### config.mk
export PLATFORM = sky130hd
export DESIGN_NAME = bitmap_block_allocator_core
export DESIGN_NICKNAME = d
export VERILOG_FILES = /design/src/bba_pkg.sv /design/src/bba_ram.sv /design/src/bba_ctrl.sv /design/src/bba_datapath.sv /design/src/bitmap_block_allocator_core.sv
export SDC_FILE = /design/constraint.sdc
export NUM_CORES = 2
export LEC_CHECK = 0
export ABC_AREA = 1
export BUFFER_PORTS_ARGS = -buffer_cell sky130_fd_sc_hd__buf_2
export CAP_MARGIN = 20
export CORE_UTILIZATION = 55
export DETAILED_ROUTE_END_ITERATION = 12
export PLACE_DENSITY = 0.74
export SKIP_CTS_REPAIR_TIMING = 1
export SYNTH_ARGS = -nofsm -noshare
export SYNTH_HDL_FRONTEND = slang
export SYNTH_SLANG_ARGS = --single-unit
### constraint.sdc
create_clock -name clk -period 18 [get_ports clk]
set_input_delay 0.9 -clock clk [delete_from_list [all_inputs] [get_ports clk]]
set_output_delay 0.9 -clock clk [all_outputs]
set_load 0.1 [all_outputs]
### src/bba_pkg.sv
package bba_pkg;

    // operation codes
    localparam logic [1:0] OP_ALLOC = 2'd0;
    localparam logic [1:0] OP_COUNT = 2'd1;
    localparam logic [1:0] OP_WRITE = 2'd2;

    // register indexes (paddr[3:2])
    localparam logic [1:0] REG_BASE  = 2'd0;
    localparam logic [1:0] REG_BSIZE = 2'd1;
    localparam logic [1:0] REG_BYTES = 2'd2;

    localparam int PADDR_W = 4;

    localparam logic [30:0] BASE_RESET  = 31'd0;
    localparam logic [16:0] BSIZE_RESET = 17'd1024;
    localparam logic [7:0]  BYTES_RESET = 8'd128;
    localparam logic [30:0] ADDR_MAX    = 31'h7FFF_FFFF;

    typedef struct packed {
        logic [1:0] opcode;
        logic [6:0] byte_index;
        logic [7:0] byte_value;
    } request_t;

    typedef struct packed {
        logic        found;
        logic [9:0]  block_index;
        logic [2:0]  bit_in_byte;
        logic [6:0]  found_byte;
        logic [7:0]  updated_byte;
        logic [30:0] block_address;
        logic [10:0] free_count;
    } result_t;

    typedef struct packed {
        logic clear_en;
        logic start_scan;
        logic scan_en;
        logic take_hit;
        logic mul_en;
        logic wr_byte;
        logic fin_alloc;
        logic fin_count;
        logic fin_zero;
    } ctl_cmd_t;

    typedef struct packed {
        logic clr_last;
        logic hit;
        logic scan_end;
    } ctl_sts_t;

endpackage

### src/bba_ram.sv
module bba_ram #(
    parameter int WIDTH = 8,
    parameter int DEPTH = 128
) (
    input  logic                                   clk,
    input  logic                                   we,
    input  logic [((DEPTH > 1) ? $clog2(DEPTH) : 1)-1:0] waddr,
    input  logic [WIDTH-1:0]                       wdata,
    input  logic [((DEPTH > 1) ? $clog2(DEPTH) : 1)-1:0] raddr,
    output logic [WIDTH-1:0]                       rdata
);

    logic [WIDTH-1:0] mem [DEPTH];

    always_ff @(posedge clk)
    begin
        if (we)
        begin
            mem[waddr] <= wdata;
        end
        rdata <= mem[raddr];
    end

endmodule

### src/bba_ctrl.sv
module bba_ctrl (
    input  logic               clk,
    input  logic               rst_n,
    input  logic               start,
    input  logic [1:0]         opcode,
    input  bba_pkg::ctl_sts_t  sts,
    output logic               busy,
    output bba_pkg::ctl_cmd_t  cmd
);

    localparam logic [2:0] ST_CLEAR = 3'd0;
    localparam logic [2:0] ST_IDLE  = 3'd1;
    localparam logic [2:0] ST_SCAN  = 3'd2;
    localparam logic [2:0] ST_MUL   = 3'd3;
    localparam logic [2:0] ST_ADD   = 3'd4;

    logic [2:0] state_reg, state_next;
    logic       alloc_mode_reg, alloc_mode_next;
    logic       accept;

    assign busy   = (state_reg != ST_IDLE);
    assign accept = start && !busy;

    always_comb
    begin
        state_next      = state_reg;
        alloc_mode_next = alloc_mode_reg;
        cmd             = '0;
        unique case (state_reg)
            ST_CLEAR:
            begin
                cmd.clear_en = 1'b1;
                if (sts.clr_last)
                begin
                    state_next = ST_IDLE;
                end
            end
            ST_IDLE:
            begin
                if (accept)
                begin
                    case (opcode)
                        bba_pkg::OP_ALLOC:
                        begin
                            alloc_mode_next = 1'b1;
                            cmd.start_scan  = 1'b1;
                            state_next      = ST_SCAN;
                        end
                        bba_pkg::OP_COUNT:
                        begin
                            alloc_mode_next = 1'b0;
                            cmd.start_scan  = 1'b1;
                            state_next      = ST_SCAN;
                        end
                        bba_pkg::OP_WRITE:
                        begin
                            cmd.wr_byte  = 1'b1;
                            cmd.fin_zero = 1'b1;
                        end
                        default:
                        begin
                            cmd.fin_zero = 1'b1;
                        end
                    endcase
                end
            end
            ST_SCAN:
            begin
                cmd.scan_en = 1'b1;
                if (alloc_mode_reg && sts.hit)
                begin
                    cmd.take_hit = 1'b1;
                    state_next   = ST_MUL;
                end
                else if (sts.scan_end)
                begin
                    cmd.fin_zero  = alloc_mode_reg;
                    cmd.fin_count = !alloc_mode_reg;
                    state_next    = ST_IDLE;
                end
            end
            ST_MUL:
            begin
                cmd.mul_en = 1'b1;
                state_next = ST_ADD;
            end
            ST_ADD:
            begin
                cmd.fin_alloc = 1'b1;
                state_next    = ST_IDLE;
            end
            default:
            begin
                state_next = ST_IDLE;
            end
        endcase
    end

    always_ff @(posedge clk or negedge rst_n)
    begin
        if (!rst_n)
        begin
            state_reg      <= ST_CLEAR;
            alloc_mode_reg <= 1'b0;
        end
        else
        begin
            state_reg      <= state_next;
            alloc_mode_reg <= alloc_mode_next;
        end
    end

`ifndef SYNTHESIS
    a_one_finish: assert property (@(posedge clk) disable iff (!rst_n)
        $onehot0({cmd.fin_alloc, cmd.fin_count, cmd.fin_zero, cmd.take_hit}))
        else $error("more than one finishing command at once");

    a_hit_then_mul: assert property (@(posedge clk) disable iff (!rst_n)
        cmd.take_hit |=> cmd.mul_en ##1 cmd.fin_alloc)
        else $error("allocate hit did not run through address computation");
`endif

endmodule

### src/bba_datapath.sv
module bba_datapath #(
    parameter int BITMAP_BYTES = 128
) (
    input  logic               clk,
    input  logic               rst_n,
    input  bba_pkg::request_t  request,
    input  bba_pkg::ctl_cmd_t  cmd,
    input  logic [30:0]        data_base_address,
    input  logic [16:0]        block_size,
    input  logic [7:0]         bitmap_bytes_in_use,
    output bba_pkg::ctl_sts_t  sts,
    output logic               done,
    output bba_pkg::result_t   result
);

    localparam int AW   = (BITMAP_BYTES > 1) ? $clog2(BITMAP_BYTES) : 1;
    localparam int SW   = AW + 1;
    localparam int IW   = AW + 3;
    localparam int PW   = IW + 17;
    localparam int SUMW = ((PW > 31) ? PW : 31) + 1;
    localparam int CW   = $clog2(8 * BITMAP_BYTES + 1);

    function automatic logic [2:0] first_clear(input logic [7:0] b);
        logic [2:0] pos;
        pos = 3'd0;
        for (int k = 7; k >= 0; k--)
        begin
            if (!b[k])
            begin
                pos = 3'(k);
            end
        end
        return pos;
    endfunction

    function automatic logic [3:0] count_clear(input logic [7:0] b);
        logic [3:0] c;
        c = 4'd0;
        for (int k = 0; k < 8; k++)
        begin
            c = c + {3'b000, ~b[k]};
        end
        return c;
    endfunction

    logic [AW-1:0]     clr_cnt_reg, clr_cnt_next;
    logic [SW-1:0]     scan_cnt_reg, scan_cnt_next;
    logic [SW-1:0]     limit_reg, limit_next;
    logic              rd_vld_reg, rd_vld_next;
    logic [AW-1:0]     rd_idx_reg, rd_idx_next;
    logic [CW-1:0]     acc_reg, acc_next;
    logic [AW-1:0]     hit_byte_reg, hit_byte_next;
    logic [2:0]        hit_bit_reg, hit_bit_next;
    logic [7:0]        hit_nb_reg, hit_nb_next;
    logic [PW-1:0]     prod_reg, prod_next;
    logic              done_reg, done_next;
    bba_pkg::result_t  result_reg, result_next;

    logic              ram_we;
    logic [AW-1:0]     ram_waddr;
    logic [7:0]        ram_wdata;
    logic [7:0]        ram_rdata;
    logic              issue;
    logic              wr_in_range;
    logic [2:0]        rd_bit;
    logic [7:0]        rd_nb;
    logic [SW-1:0]     limit_now;
    logic [SUMW-1:0]   addr_sum;
    logic [30:0]       addr_sat;
    logic [IW-1:0]     hit_idx;

    assign limit_now   = (32'(bitmap_bytes_in_use) > 32'(BITMAP_BYTES)) ?
                         SW'(BITMAP_BYTES) : SW'(bitmap_bytes_in_use);
    assign wr_in_range = 32'(request.byte_index) < 32'(BITMAP_BYTES);
    assign issue       = cmd.scan_en && (scan_cnt_reg < limit_reg);
    assign rd_bit      = first_clear(ram_rdata);
    assign rd_nb       = ram_rdata | (8'd1 << rd_bit);
    assign hit_idx     = {hit_byte_reg, hit_bit_reg};
    assign addr_sum    = SUMW'(data_base_address) + SUMW'(prod_reg);
    assign addr_sat    = (addr_sum > SUMW'(bba_pkg::ADDR_MAX)) ? bba_pkg::ADDR_MAX
                                                              : addr_sum[30:0];

    assign sts.clr_last = (clr_cnt_reg == AW'(BITMAP_BYTES - 1));
    assign sts.hit      = rd_vld_reg && (ram_rdata != 8'hFF);
    assign sts.scan_end = !rd_vld_reg && (scan_cnt_reg >= limit_reg);

    always_comb
    begin
        ram_we    = 1'b0;
        ram_waddr = '0;
        ram_wdata = '0;
        if (cmd.clear_en)
        begin
            ram_we    = 1'b1;
            ram_waddr = clr_cnt_reg;
        end
        else if (cmd.take_hit)
        begin
            ram_we    = 1'b1;
            ram_waddr = rd_idx_reg;
            ram_wdata = rd_nb;
        end
        else if (cmd.wr_byte && wr_in_range)
        begin
            ram_we    = 1'b1;
            ram_waddr = AW'(request.byte_index);
            ram_wdata = request.byte_value;
        end
    end

    bba_ram #(
        .WIDTH (8),
        .DEPTH (BITMAP_BYTES)
    ) u_bitmap (
        .clk   (clk),
        .we    (ram_we),
        .waddr (ram_waddr),
        .wdata (ram_wdata),
        .raddr (scan_cnt_reg[AW-1:0]),
        .rdata (ram_rdata)
    );

    always_comb
    begin
        clr_cnt_next  = clr_cnt_reg;
        scan_cnt_next = scan_cnt_reg;
        limit_next    = limit_reg;
        rd_vld_next   = 1'b0;
        rd_idx_next   = rd_idx_reg;
        acc_next      = acc_reg;
        hit_byte_next = hit_byte_reg;
        hit_bit_next  = hit_bit_reg;
        hit_nb_next   = hit_nb_reg;
        prod_next     = prod_reg;
        done_next     = 1'b0;
        result_next   = result_reg;

        if (cmd.clear_en)
        begin
            clr_cnt_next = clr_cnt_reg + AW'(1);
        end

        if (cmd.start_scan)
        begin
            scan_cnt_next = '0;
            limit_next    = limit_now;
            acc_next      = '0;
        end
        else if (cmd.scan_en)
        begin
            // reads run one ahead; a late read after a hit is just dropped
            if (issue)
            begin
                rd_vld_next   = 1'b1;
                rd_idx_next   = scan_cnt_reg[AW-1:0];
                scan_cnt_next = scan_cnt_reg + SW'(1);
            end
            if (rd_vld_reg)
            begin
                acc_next = acc_reg + CW'(count_clear(ram_rdata));
            end
        end

        if (cmd.take_hit)
        begin
            hit_byte_next = rd_idx_reg;
            hit_bit_next  = rd_bit;
            hit_nb_next   = rd_nb;
        end

        if (cmd.mul_en)
        begin
            prod_next = PW'(hit_idx) * PW'(block_size);
        end

        if (cmd.fin_zero)
        begin
            done_next   = 1'b1;
            result_next = '0;
        end
        else if (cmd.fin_count)
        begin
            done_next              = 1'b1;
            result_next            = '0;
            result_next.free_count = 11'(acc_reg);
        end
        else if (cmd.fin_alloc)
        begin
            done_next                 = 1'b1;
            result_next.found         = 1'b1;
            result_next.block_index   = 10'(hit_idx);
            result_next.bit_in_byte   = hit_bit_reg;
            result_next.found_byte    = 7'(hit_byte_reg);
            result_next.updated_byte  = hit_nb_reg;
            result_next.block_address = addr_sat;
            result_next.free_count    = '0;
        end
    end

    always_ff @(posedge clk or negedge rst_n)
    begin
        if (!rst_n)
        begin
            clr_cnt_reg  <= '0;
            scan_cnt_reg <= '0;
            limit_reg    <= '0;
            rd_vld_reg   <= 1'b0;
            done_reg     <= 1'b0;
        end
        else
        begin
            clr_cnt_reg  <= clr_cnt_next;
            scan_cnt_reg <= scan_cnt_next;
            limit_reg    <= limit_next;
            rd_vld_reg   <= rd_vld_next;
            done_reg     <= done_next;
        end
    end

    always_ff @(posedge clk)
    begin
        rd_idx_reg   <= rd_idx_next;
        acc_reg      <= acc_next;
        hit_byte_reg <= hit_byte_next;
        hit_bit_reg  <= hit_bit_next;
        hit_nb_reg   <= hit_nb_next;
        prod_reg     <= prod_next;
        result_reg   <= result_next;
    end

    assign done   = done_reg;
    assign result = result_reg;

`ifndef SYNTHESIS
    a_hit_has_data: assert property (@(posedge clk) disable iff (!rst_n)
        cmd.take_hit |-> rd_vld_reg && (ram_rdata != 8'hFF))
        else $error("hit taken without a valid non-full byte");

    a_found_bit_set: assert property (@(posedge clk) disable iff (!rst_n)
        done_reg && result_reg.found |->
            result_reg.updated_byte[result_reg.bit_in_byte] &&
            (result_reg.block_index[2:0] == result_reg.bit_in_byte))
        else $error("reported block bit is not set in the updated byte");

    a_not_found_zero: assert property (@(posedge clk) disable iff (!rst_n)
        done_reg && !result_reg.found |->
            (result_reg.block_address == '0) && (result_reg.updated_byte == '0))
        else $error("result without a block carries allocation fields");
`endif

endmodule

### src/bitmap_block_allocator_core.sv
// First-fit block allocator over a usage bitmap held in a 1R1W RAM.
// Allocate/count: one bitmap byte read per cycle while scanning, at most min(bytes-in-use,
// BITMAP_BYTES) bytes; allocate stops at the first non-full byte, then multiplies and adds.
// Write and no-op items: result strobe the cycle after start; busy stays low.
// One item at a time (busy high while scanning or computing the address); done pulses one cycle, receiver never stalls.
// After reset a clearing pass zeroes the RAM, one byte a cycle; busy stays high until every byte is cleared.
module bitmap_block_allocator_core #(
    parameter int BITMAP_BYTES = 128
) (
    input  logic                         clk,
    input  logic                         rst_n,
    input  logic                         start,
    output logic                         busy,
    input  bba_pkg::request_t            request,
    output logic                         done,
    output bba_pkg::result_t             result,
    input  logic                         psel,
    input  logic                         penable,
    input  logic                         pwrite,
    input  logic [bba_pkg::PADDR_W-1:0]  paddr,
    input  logic [31:0]                  pwdata,
    output logic [31:0]                  prdata,
    output logic                         pready
);

    logic [30:0]        base_reg, base_next;
    logic [16:0]        bsize_reg, bsize_next;
    logic [7:0]         bytes_reg, bytes_next;
    logic               cfg_wr;
    bba_pkg::ctl_cmd_t  cmd;
    bba_pkg::ctl_sts_t  sts;

    assign pready = 1'b1;
    assign cfg_wr = psel && penable && pwrite && pready;

    always_comb
    begin
        base_next  = base_reg;
        bsize_next = bsize_reg;
        bytes_next = bytes_reg;
        if (cfg_wr)
        begin
            unique case (paddr[3:2])
                bba_pkg::REG_BASE:  base_next  = pwdata[30:0];
                bba_pkg::REG_BSIZE: bsize_next = pwdata[16:0];
                bba_pkg::REG_BYTES: bytes_next = pwdata[7:0];
                default:            ;
            endcase
        end
    end

    always_comb
    begin
        unique case (paddr[3:2])
            bba_pkg::REG_BASE:  prdata = {1'b0, base_reg};
            bba_pkg::REG_BSIZE: prdata = {15'd0, bsize_reg};
            bba_pkg::REG_BYTES: prdata = {24'd0, bytes_reg};
            default:            prdata = '0;
        endcase
    end

    always_ff @(posedge clk or negedge rst_n)
    begin
        if (!rst_n)
        begin
            base_reg  <= bba_pkg::BASE_RESET;
            bsize_reg <= bba_pkg::BSIZE_RESET;
            bytes_reg <= bba_pkg::BYTES_RESET;
        end
        else
        begin
            base_reg  <= base_next;
            bsize_reg <= bsize_next;
            bytes_reg <= bytes_next;
        end
    end

    bba_ctrl u_ctrl (
        .clk    (clk),
        .rst_n  (rst_n),
        .start  (start),
        .opcode (request.opcode),
        .sts    (sts),
        .busy   (busy),
        .cmd    (cmd)
    );

    bba_datapath #(
        .BITMAP_BYTES (BITMAP_BYTES)
    ) u_datapath (
        .clk                 (clk),
        .rst_n               (rst_n),
        .request             (request),
        .cmd                 (cmd),
        .data_base_address   (base_reg),
        .block_size          (bsize_reg),
        .bitmap_bytes_in_use (bytes_reg),
        .sts                 (sts),
        .done                (done),
        .result              (result)
    );

endmodule
Word-level counts from Yosys, hierarchy flattened

Memories as Yosys holds them, arrays and structs flattened. A register that Yosys moved wholly into a read port is not among the register bits.
Cells that the tools add are included.

Register bits: 219
Latch bits: 0
RAM bits: 1024
ROM bits: 0
Output and inout port bits: 106
Logic and storage cells: 150
Memories: 1

Add/sub/neg operators: 11
$mul: 1
Div/mod/pow operators: 0
Magnitude comparators: 4
Equality and inequality tests: 15
Shifts and indexed selects: 1
Muxes and demuxes: 57
Bitwise gates (word level): 10
Reductions and logical operators: 27

Memory list:

| name                    | words | bits a word | read ports | clocked after Yosys merged registers in | write ports | line          | RTL |
|---|---|---|---|---|---|---|---|
| u_datapath.u_bitmap.mem | 128   | 8           | 1          | 1                                       | 1           | bba_ram.sv:13 | `logic [WIDTH-1:0] mem [DEPTH];` |

Operators with widths:

| operator             | count |
|---|---|
| $pmux 31 s3          | 1 |
| $mux 8               | 7 |
| $mux 3               | 13 |
| $add 31x27->32       | 1 |
| $gt 32x31->1 const B | 1 |
| $mux 31              | 1 |
| $mul 10x17->27       | 1 |
| $add 4x1->4          | 6 |
| $mux 1               | 24 |
| $mux 11              | 2 |
| $mux 7               | 3 |
| $pmux 3 s4           | 1 |
| $add 11x4->11        | 1 |
| $reduce_and 2->1     | 5 |
| $not 1->1            | 9 |
| $add 8x1->8 const B  | 1 |
| $ge 8x8->1           | 1 |
| $gt 8x8->1 const B   | 1 |
| $lt 8x8->1           | 1 |
| $ne 8x8->1 const B   | 1 |
| $or 8x8->8           | 1 |
| $reduce_bool 2->1    | 4 |
| $shl 1x3->8 const A  | 1 |
| $add 7x1->7 const B  | 1 |
| other kinds (20)     | 38 |

Longest topological paths before layout

Depth after elaboration: 12
Mapped depth: 23

Cells and area by module

A second synthesis with hierarchy kept.

Cells, all modules: 5919
Area, all modules: 59494.6 um2

By module, submodules not included:

| module                      | times used | cells an instance | area each (um2) | sequential area each (um2) |
|---|---|---|---|---|
| bba_ram                     | 1          | 3575              | 42104.1         | 30909.6 |
| bba_datapath                | 1          | 1958              | 14520.2         | 3628.5 |
| bitmap_block_allocator_core | 1          | 344               | 2566.2          | 1403.8 |
| bba_ctrl                    | 1          | 42                | 304.0           | 100.1 |

Least setup slack after synthesis

Ideal clock, no wire load.

Path kind: reg2reg
Start: reg u_datapath.u_bitmap.rdata[6], read port of u_datapath.u_bitmap.mem
End: mem u_datapath.u_bitmap.mem[0][3] (data pin)
Library setup time: 1.197 ns
Arrival time: 5.971 ns
Required time: 16.803 ns
Setup slack: 10.833 ns
Cell stages (with the launch flop): 8
Path buffers: 0
Clock period less this slack: 7.167 ns
Cell sequence: dfxtp_1 -> nand2_1 -> nand3_1 -> a21oi_1 -> inv_1 -> nor2_1 -> a21oi_1 -> o21ai_0

Cells in the longest elaborated chain, start to end: 11
Elaborated cells between the ends (all ways): 16
Classes of those cells: eq/ne: 1; shift: 1; mux: 11; bitwise: 1; reduce/logical: 2

RTL lines:

| what                        | line               | RTL |
|---|---|---|
| start, declared             | bba_ram.sv:10      | `output logic [WIDTH-1:0] rdata` |
| $mux 3 (7 in a row)         | bba_datapath.sv:28 | `if (!b[k])` |
| via u_datapath.rd_bit[1]    | bba_datapath.sv:65 | `logic [2:0] rd_bit;` |
| $shl 1x3->8                 | bba_datapath.sv:77 | `assign rd_nb = ram_rdata \| (8'd1 << rd_bit);` |
| $or 8x8->8                  | bba_datapath.sv:77 |  |
| $mux 8                      | bba_datapath.sv:97 | `else if (cmd.take_hit)` |
| $mux 8                      | bba_datapath.sv:92 | `if (cmd.clear_en)` |
| via u_datapath.ram_wdata[3] | bba_datapath.sv:61 | `logic [7:0] ram_wdata;` |
| end, declared               | bba_ram.sv:13      |  |

The timed path passes the listed nets, and every way through them passes these cells.

Worst setup path in the final report

Start: reg u_datapath.hit_bit_reg[1]
End: reg u_datapath.prod_reg[20] (data pin)

Cells in the longest elaborated chain, start to end: 1

RTL lines:

| what                   | line                | RTL |
|---|---|---|
| start, declared        | bba_datapath.sv:53  | `logic [2:0] hit_bit_reg, hit_bit_next;` |
| start signal, assigned | bba_datapath.sv:225 | `hit_bit_reg <= hit_bit_next;` |
| $mul 10x17->27         | bba_datapath.sv:173 | `prod_next = PW'(hit_idx) * PW'(block_size);` |
| end signal, assigned   | bba_datapath.sv:227 | `prod_reg <= prod_next;` |
| end, declared          | bba_datapath.sv:55  | `logic [PW-1:0] prod_reg, prod_next;` |

No other way between the ends.
A chain may end at the register's enable or synchronous reset.

==> metrics.txt <==
# TYPE chip_impl_metric gauge
chip_impl_metric{name="finish.utilization",unit="%"} 60.66
chip_impl_metric{name="maxSlewViolCount",unit=""} 0
chip_impl_metric{name="number_of_maximum_capacitance_constraint_violations",unit=""} 0
chip_impl_metric{name="worst_ir_drop_vdd",unit="V"} 0.0001521
chip_impl_metric{name="core_region_area",unit="µm²"} 108700
chip_impl_metric{name="internal_power",unit="mW"} 6.268
chip_impl_metric{name="sequentialPowerShare",unit="%"} 32.5
chip_impl_metric{name="mappedNetlistArea",unit="µm²"} 60250
chip_impl_metric{name="num_io_pins",unit=""} 165
chip_impl_metric{name="synth_seq_cells",unit=""} 1241
chip_impl_metric{name="powerDensity",unit="nW/µm²"} 170.2
chip_impl_metric{name="switching_share",unit="%"} 44.15
chip_impl_metric{name="finish.net_count",unit=""} 6559
chip_impl_metric{name="timing_hold_violations_final",unit=""} 0
chip_impl_metric{name="largest_register_ff_count",unit=""} 1024
chip_impl_metric{name="synth.yosys.seq_area_share",unit="%"} 59.82
chip_impl_metric{name="post-route-drc-count",unit=""} 0
chip_impl_metric{name="dr.pass1.iters",unit=""} 6
chip_impl_metric{name="htree_levels",unit=""} 4
chip_impl_metric{name="synth.yosys.warnings",unit=""} 0
chip_impl_metric{name="ff2ff_path_depth",unit=""} 19
chip_impl_metric{name="layout-drive-gt1-share",unit="%"} 7.607
chip_impl_metric{name="cp_data_arrival_time",unit="ns"} 6.25
chip_impl_metric{name="antenna_found_initial",unit=""} 3
chip_impl_info{name="clockRootBuffer",value="sky130_fd_sc_hd__clkbuf_16"} 1
chip_impl_metric{name="start_util",unit="%"} 55.42
chip_impl_metric{name="detail-route-antenna-nets",unit=""} 0
chip_impl_metric{name="ys_types",unit=""} 52
chip_impl_info{name="worst_setup_path_class",value="reg -> reg"} 1
chip_impl_metric{name="fp.dieH",unit="µm"} 333.0
chip_impl_metric{name="skew",unit="ns"} 0.04487
chip_impl_metric{name="dp_cells",unit=""} 7551
chip_impl_metric{name="dpl_cell_area",unit="µm²"} 61870
chip_impl_info{name="critical_path.startpoint_type",value="flip-flop"} 1
chip_impl_metric{name="crit_fanout",unit=""} 18
chip_impl_metric{name="fill_cells",unit=""} 8685
chip_impl_metric{name="fin_area",unit="µm²"} 65940
chip_impl_metric{name="timing.critical_path.required",unit="ns"} 18.48
chip_impl_metric{name="finalPower",unit="mW"} 11.22
chip_impl_metric{name="grt_first_pass_wirelength",unit="µm"} 238900
chip_impl_metric{name="total_wirelength_of_the_detailed_routed_design",unit="µm"} 155800
chip_impl_metric{name="drt-initial-drc-count",unit=""} 4703
chip_impl_info{name="unrepaired_setup_endpoints_after_global_routing",value="no"} 1
chip_impl_metric{name="grt_usage",unit="%"} 28.09
chip_impl_metric{name="clock_tree.buffer_depth",unit=""} 3
chip_impl_metric{name="finalCriticalPeriod",unit="ns"} 5.766
chip_impl_metric{name="post_synth_inst_count",unit=""} 6240
chip_impl_metric{name="numPortBuffers",unit=""} 159
chip_impl_metric{name="max-slew-margin-rel",unit="%"} 23.78
chip_impl_info{name="run_status",value="finished, final reports clean"} 1
chip_impl_metric{name="grt_pass1_vias",unit=""} 41730
chip_impl_metric{name="via_count",unit=""} 43400
chip_impl_metric{name="avgRoutedWirePerCell",unit="µm"} 19.99
chip_impl_info{name="min_path_type",value="in -> async"} 1
chip_impl_metric{name="power.static_leakage",unit="nW"} 28.38
chip_impl_metric{name="ff_latch_area",unit="µm²"} 36050
chip_impl_metric{name="layout_worst_path_cycle_share",unit="%"} 32.03
chip_impl_info{name="tritoncts",value="done"} 1
chip_impl_metric{name="synth_area_per_cell",unit="µm²"} 9.655
chip_impl_metric{name="footprint_of_the_multi_input_gates",unit="µm²"} 20270
chip_impl_metric{name="cts_sinks",unit=""} 1241
chip_impl_metric{name="die_x",unit="µm"} 333.0
chip_impl_metric{name="max_freq",unit="GHz"} 0.1734
chip_impl_info{name="synth_top_flop_cell",value="sky130_fd_sc_hd__edfxtp_1"} 1
chip_impl_metric{name="setup-tns-final",unit="ns"} 0
chip_impl_metric{name="final-instance-count-excl-fill",unit=""} 7793
chip_impl_metric{name="die-area",unit="µm²"} 110900
chip_impl_metric{name="syn2layout_area_growth",unit="%"} 9.443
chip_impl_metric{name="clk_pin_slew_worst_paths",unit="ns"} 0.07
chip_impl_metric{name="max_slew.worst_pin.slew",unit="ns"} 1.143
chip_impl_info{name="endpoint_kind",value="flip-flop"} 1
chip_impl_metric{name="postSynth.asyncResetShare",unit="%"} 6.849
chip_impl_metric{name="combinationalPowerShare",unit="%"} 44.6
chip_impl_metric{name="synth-edff-count",unit=""} 1076
chip_impl_metric{name="vias_per_std_cell",unit=""} 5.569
chip_impl_metric{name="worst_skew_pair.late_latency",unit="ns"} 0.76
chip_impl_metric{name="net-switching-power",unit="mW"} 4.955
chip_impl_metric{name="core.rowCount",unit=""} 121
chip_impl_metric{name="cts_buffers",unit=""} 130
chip_impl_metric{name="globalRoute.totalOverflow",unit=""} 0
chip_impl_metric{name="part_of_the_total_power_dissipated_in_the_clock_network",unit="%"} 22.8
chip_impl_metric{name="gp_congestion",unit=""} 0.9646
chip_impl_metric{name="grt_max_degree",unit=""} 215
chip_impl_metric{name="dp.final_hpwl",unit="µm"} 95500
chip_impl_metric{name="final-setup-viol-count",unit=""} 0
-- power by group through the flow --
| stage | clock, mW | sequential [mW] | combinational, mW |
|---|---|---|---|
| floorplan | 0 | 3.96 | 3.32 |
| global placement | 0 | 3.70 | 4.87 |
| detailed placement | 0 | 3.71 | 4.94 |
| CTS | 2.59 | 3.65 | 4.98 |
| global route | 2.70 | 3.67 | 5.51 |
| finish | 2.56 | 3.65 | 5.01 |
-- routing by layer --
layer	GRT usage, %	share of wire (%)	up-vias
met5	0	0.0071	-
met4	13.04	4.5	2
met3	4.752	8.6	370
met2	45.92	48	2034
met1	36.71	39	20680
li1	-	-	20310
-- synth_stat cells (all sizes together) (4+ instances only) --
cell,n,area [µm²]
nand2,1694,6511
edfxtp,1076,32310
nor2,937,3630
inv,689,2586
o21ai,411,2057
nand3,407,2145
buf,157,850.8
a21oi,156,799.5
clkbuf,149,559.3
fa,124,2482
ha,107,1339
dfrtp,83,2077
dfxtp,80,1602
xor2,37,324.1
nor3,18,101.4
o211ai,16,120.1
or2,16,100.1
nand4,15,93.84
xnor2,12,105.1
a22o,10,87.58
o21bai,10,75.07
clkinv,6,23.77
and3,4,25.02
-- placed cells by master, fill, tap and decap left out, types with 107 or more instances in the layout --
| master | Yosys | final |
|---|---|---|
| sky130_fd_sc_hd__inv_1 | 678 | 676 |
| sky130_fd_sc_hd__nand3_1 | 393 | 393 |
| sky130_fd_sc_hd__ha_1 | 107 | 107 |
| sky130_fd_sc_hd__buf_2 | 89 | 159 |
| sky130_fd_sc_hd__edfxtp_1 | 1076 | 1076 |
| sky130_fd_sc_hd__fa_1 | 124 | 124 |
| sky130_fd_sc_hd__nor2_1 | 926 | 926 |
| sky130_fd_sc_hd__a21oi_1 | 153 | 153 |
| sky130_fd_sc_hd__o21ai_0 | 404 | 401 |
| sky130_fd_sc_hd__nand2_1 | 1669 | 1664 |
| sky130_fd_sc_hd__clkbuf_16 | 0 | 131 |
-- final cells by class --
cell class / instances / area share, %
Timing Repair Buffer: 202 / 1.753
Antenna cell: 3 / 0.01139
Tap cell: 1414 / 2.683
Clock inverter: 78 / 0.9222
Clock buffer: 161 / 5.234
Sequential cell: 1241 / 54.68
Multi-Input combinational cell: 3999 / 30.74
Inverter: 695 / 3.981
-- critical path, cell delays in order, from the launching register on --
cell	delay, ns
sky130_fd_sc_hd__edfxtp_1	0.98
sky130_fd_sc_hd__nand2_1	0.18
sky130_fd_sc_hd__fa_1	0.59
sky130_fd_sc_hd__inv_1	0.06
sky130_fd_sc_hd__fa_1	0.51
sky130_fd_sc_hd__inv_1	0.06
sky130_fd_sc_hd__fa_1	0.53
sky130_fd_sc_hd__inv_1	0.05
sky130_fd_sc_hd__fa_1	0.48
sky130_fd_sc_hd__inv_1	0.05
sky130_fd_sc_hd__fa_1	0.48
sky130_fd_sc_hd__inv_1	0.05
sky130_fd_sc_hd__ha_1	0.35
sky130_fd_sc_hd__nand2_1	0.11
sky130_fd_sc_hd__nor2_1	0.24
sky130_fd_sc_hd__o21ai_0	0.15
sky130_fd_sc_hd__nand2_1	0.11
sky130_fd_sc_hd__nand2_1	0.06
sky130_fd_sc_hd__nand3_1	0.10
sky130_fd_sc_hd__xor2_1	0.39
-- logic make-up after synthesis --
family / synth area share (%)
other: 0.01247
AO/OA/AOI/OAI: 5.381
flip-flops: 59.82
buffers and inverters: 6.673
adder cells (fa/ha/maj): 6.343
AND/OR/NAND/NOR: 21.05
XOR/XNOR: 0.7123
-- metrics by stage --
stage	hold slack [ns]	setup WS [ns]
final	0.02982	12.23
after global placement	0.4316	12.43
after detailed placement	0.4370	12.33
after floorplan	0.4268	10.83
after CTS	0.009531	12.33
after global routing	0.03126	12.03
-- path summary, 6_finish.rpt --
kind                                            from                         end  slack, ns
min reg2reg                 u_datapath.rd_idx_reg[1]  u_datapath.hit_byte_reg[1]       0.46
max in group asynchronous                      rst_n  u_datapath.scan_cnt_reg[1]      16.69
min in group clk                         request[15]       u_ctrl.alloc_mode_reg       0.37
max                        u_datapath.hit_bit_reg[1]     u_datapath.prod_reg[20]      12.23
min                                            rst_n             u_datapath.done       0.03
max reg2reg                u_datapath.hit_bit_reg[1]     u_datapath.prod_reg[20]      12.23
(Power assumes the default switching activity.)
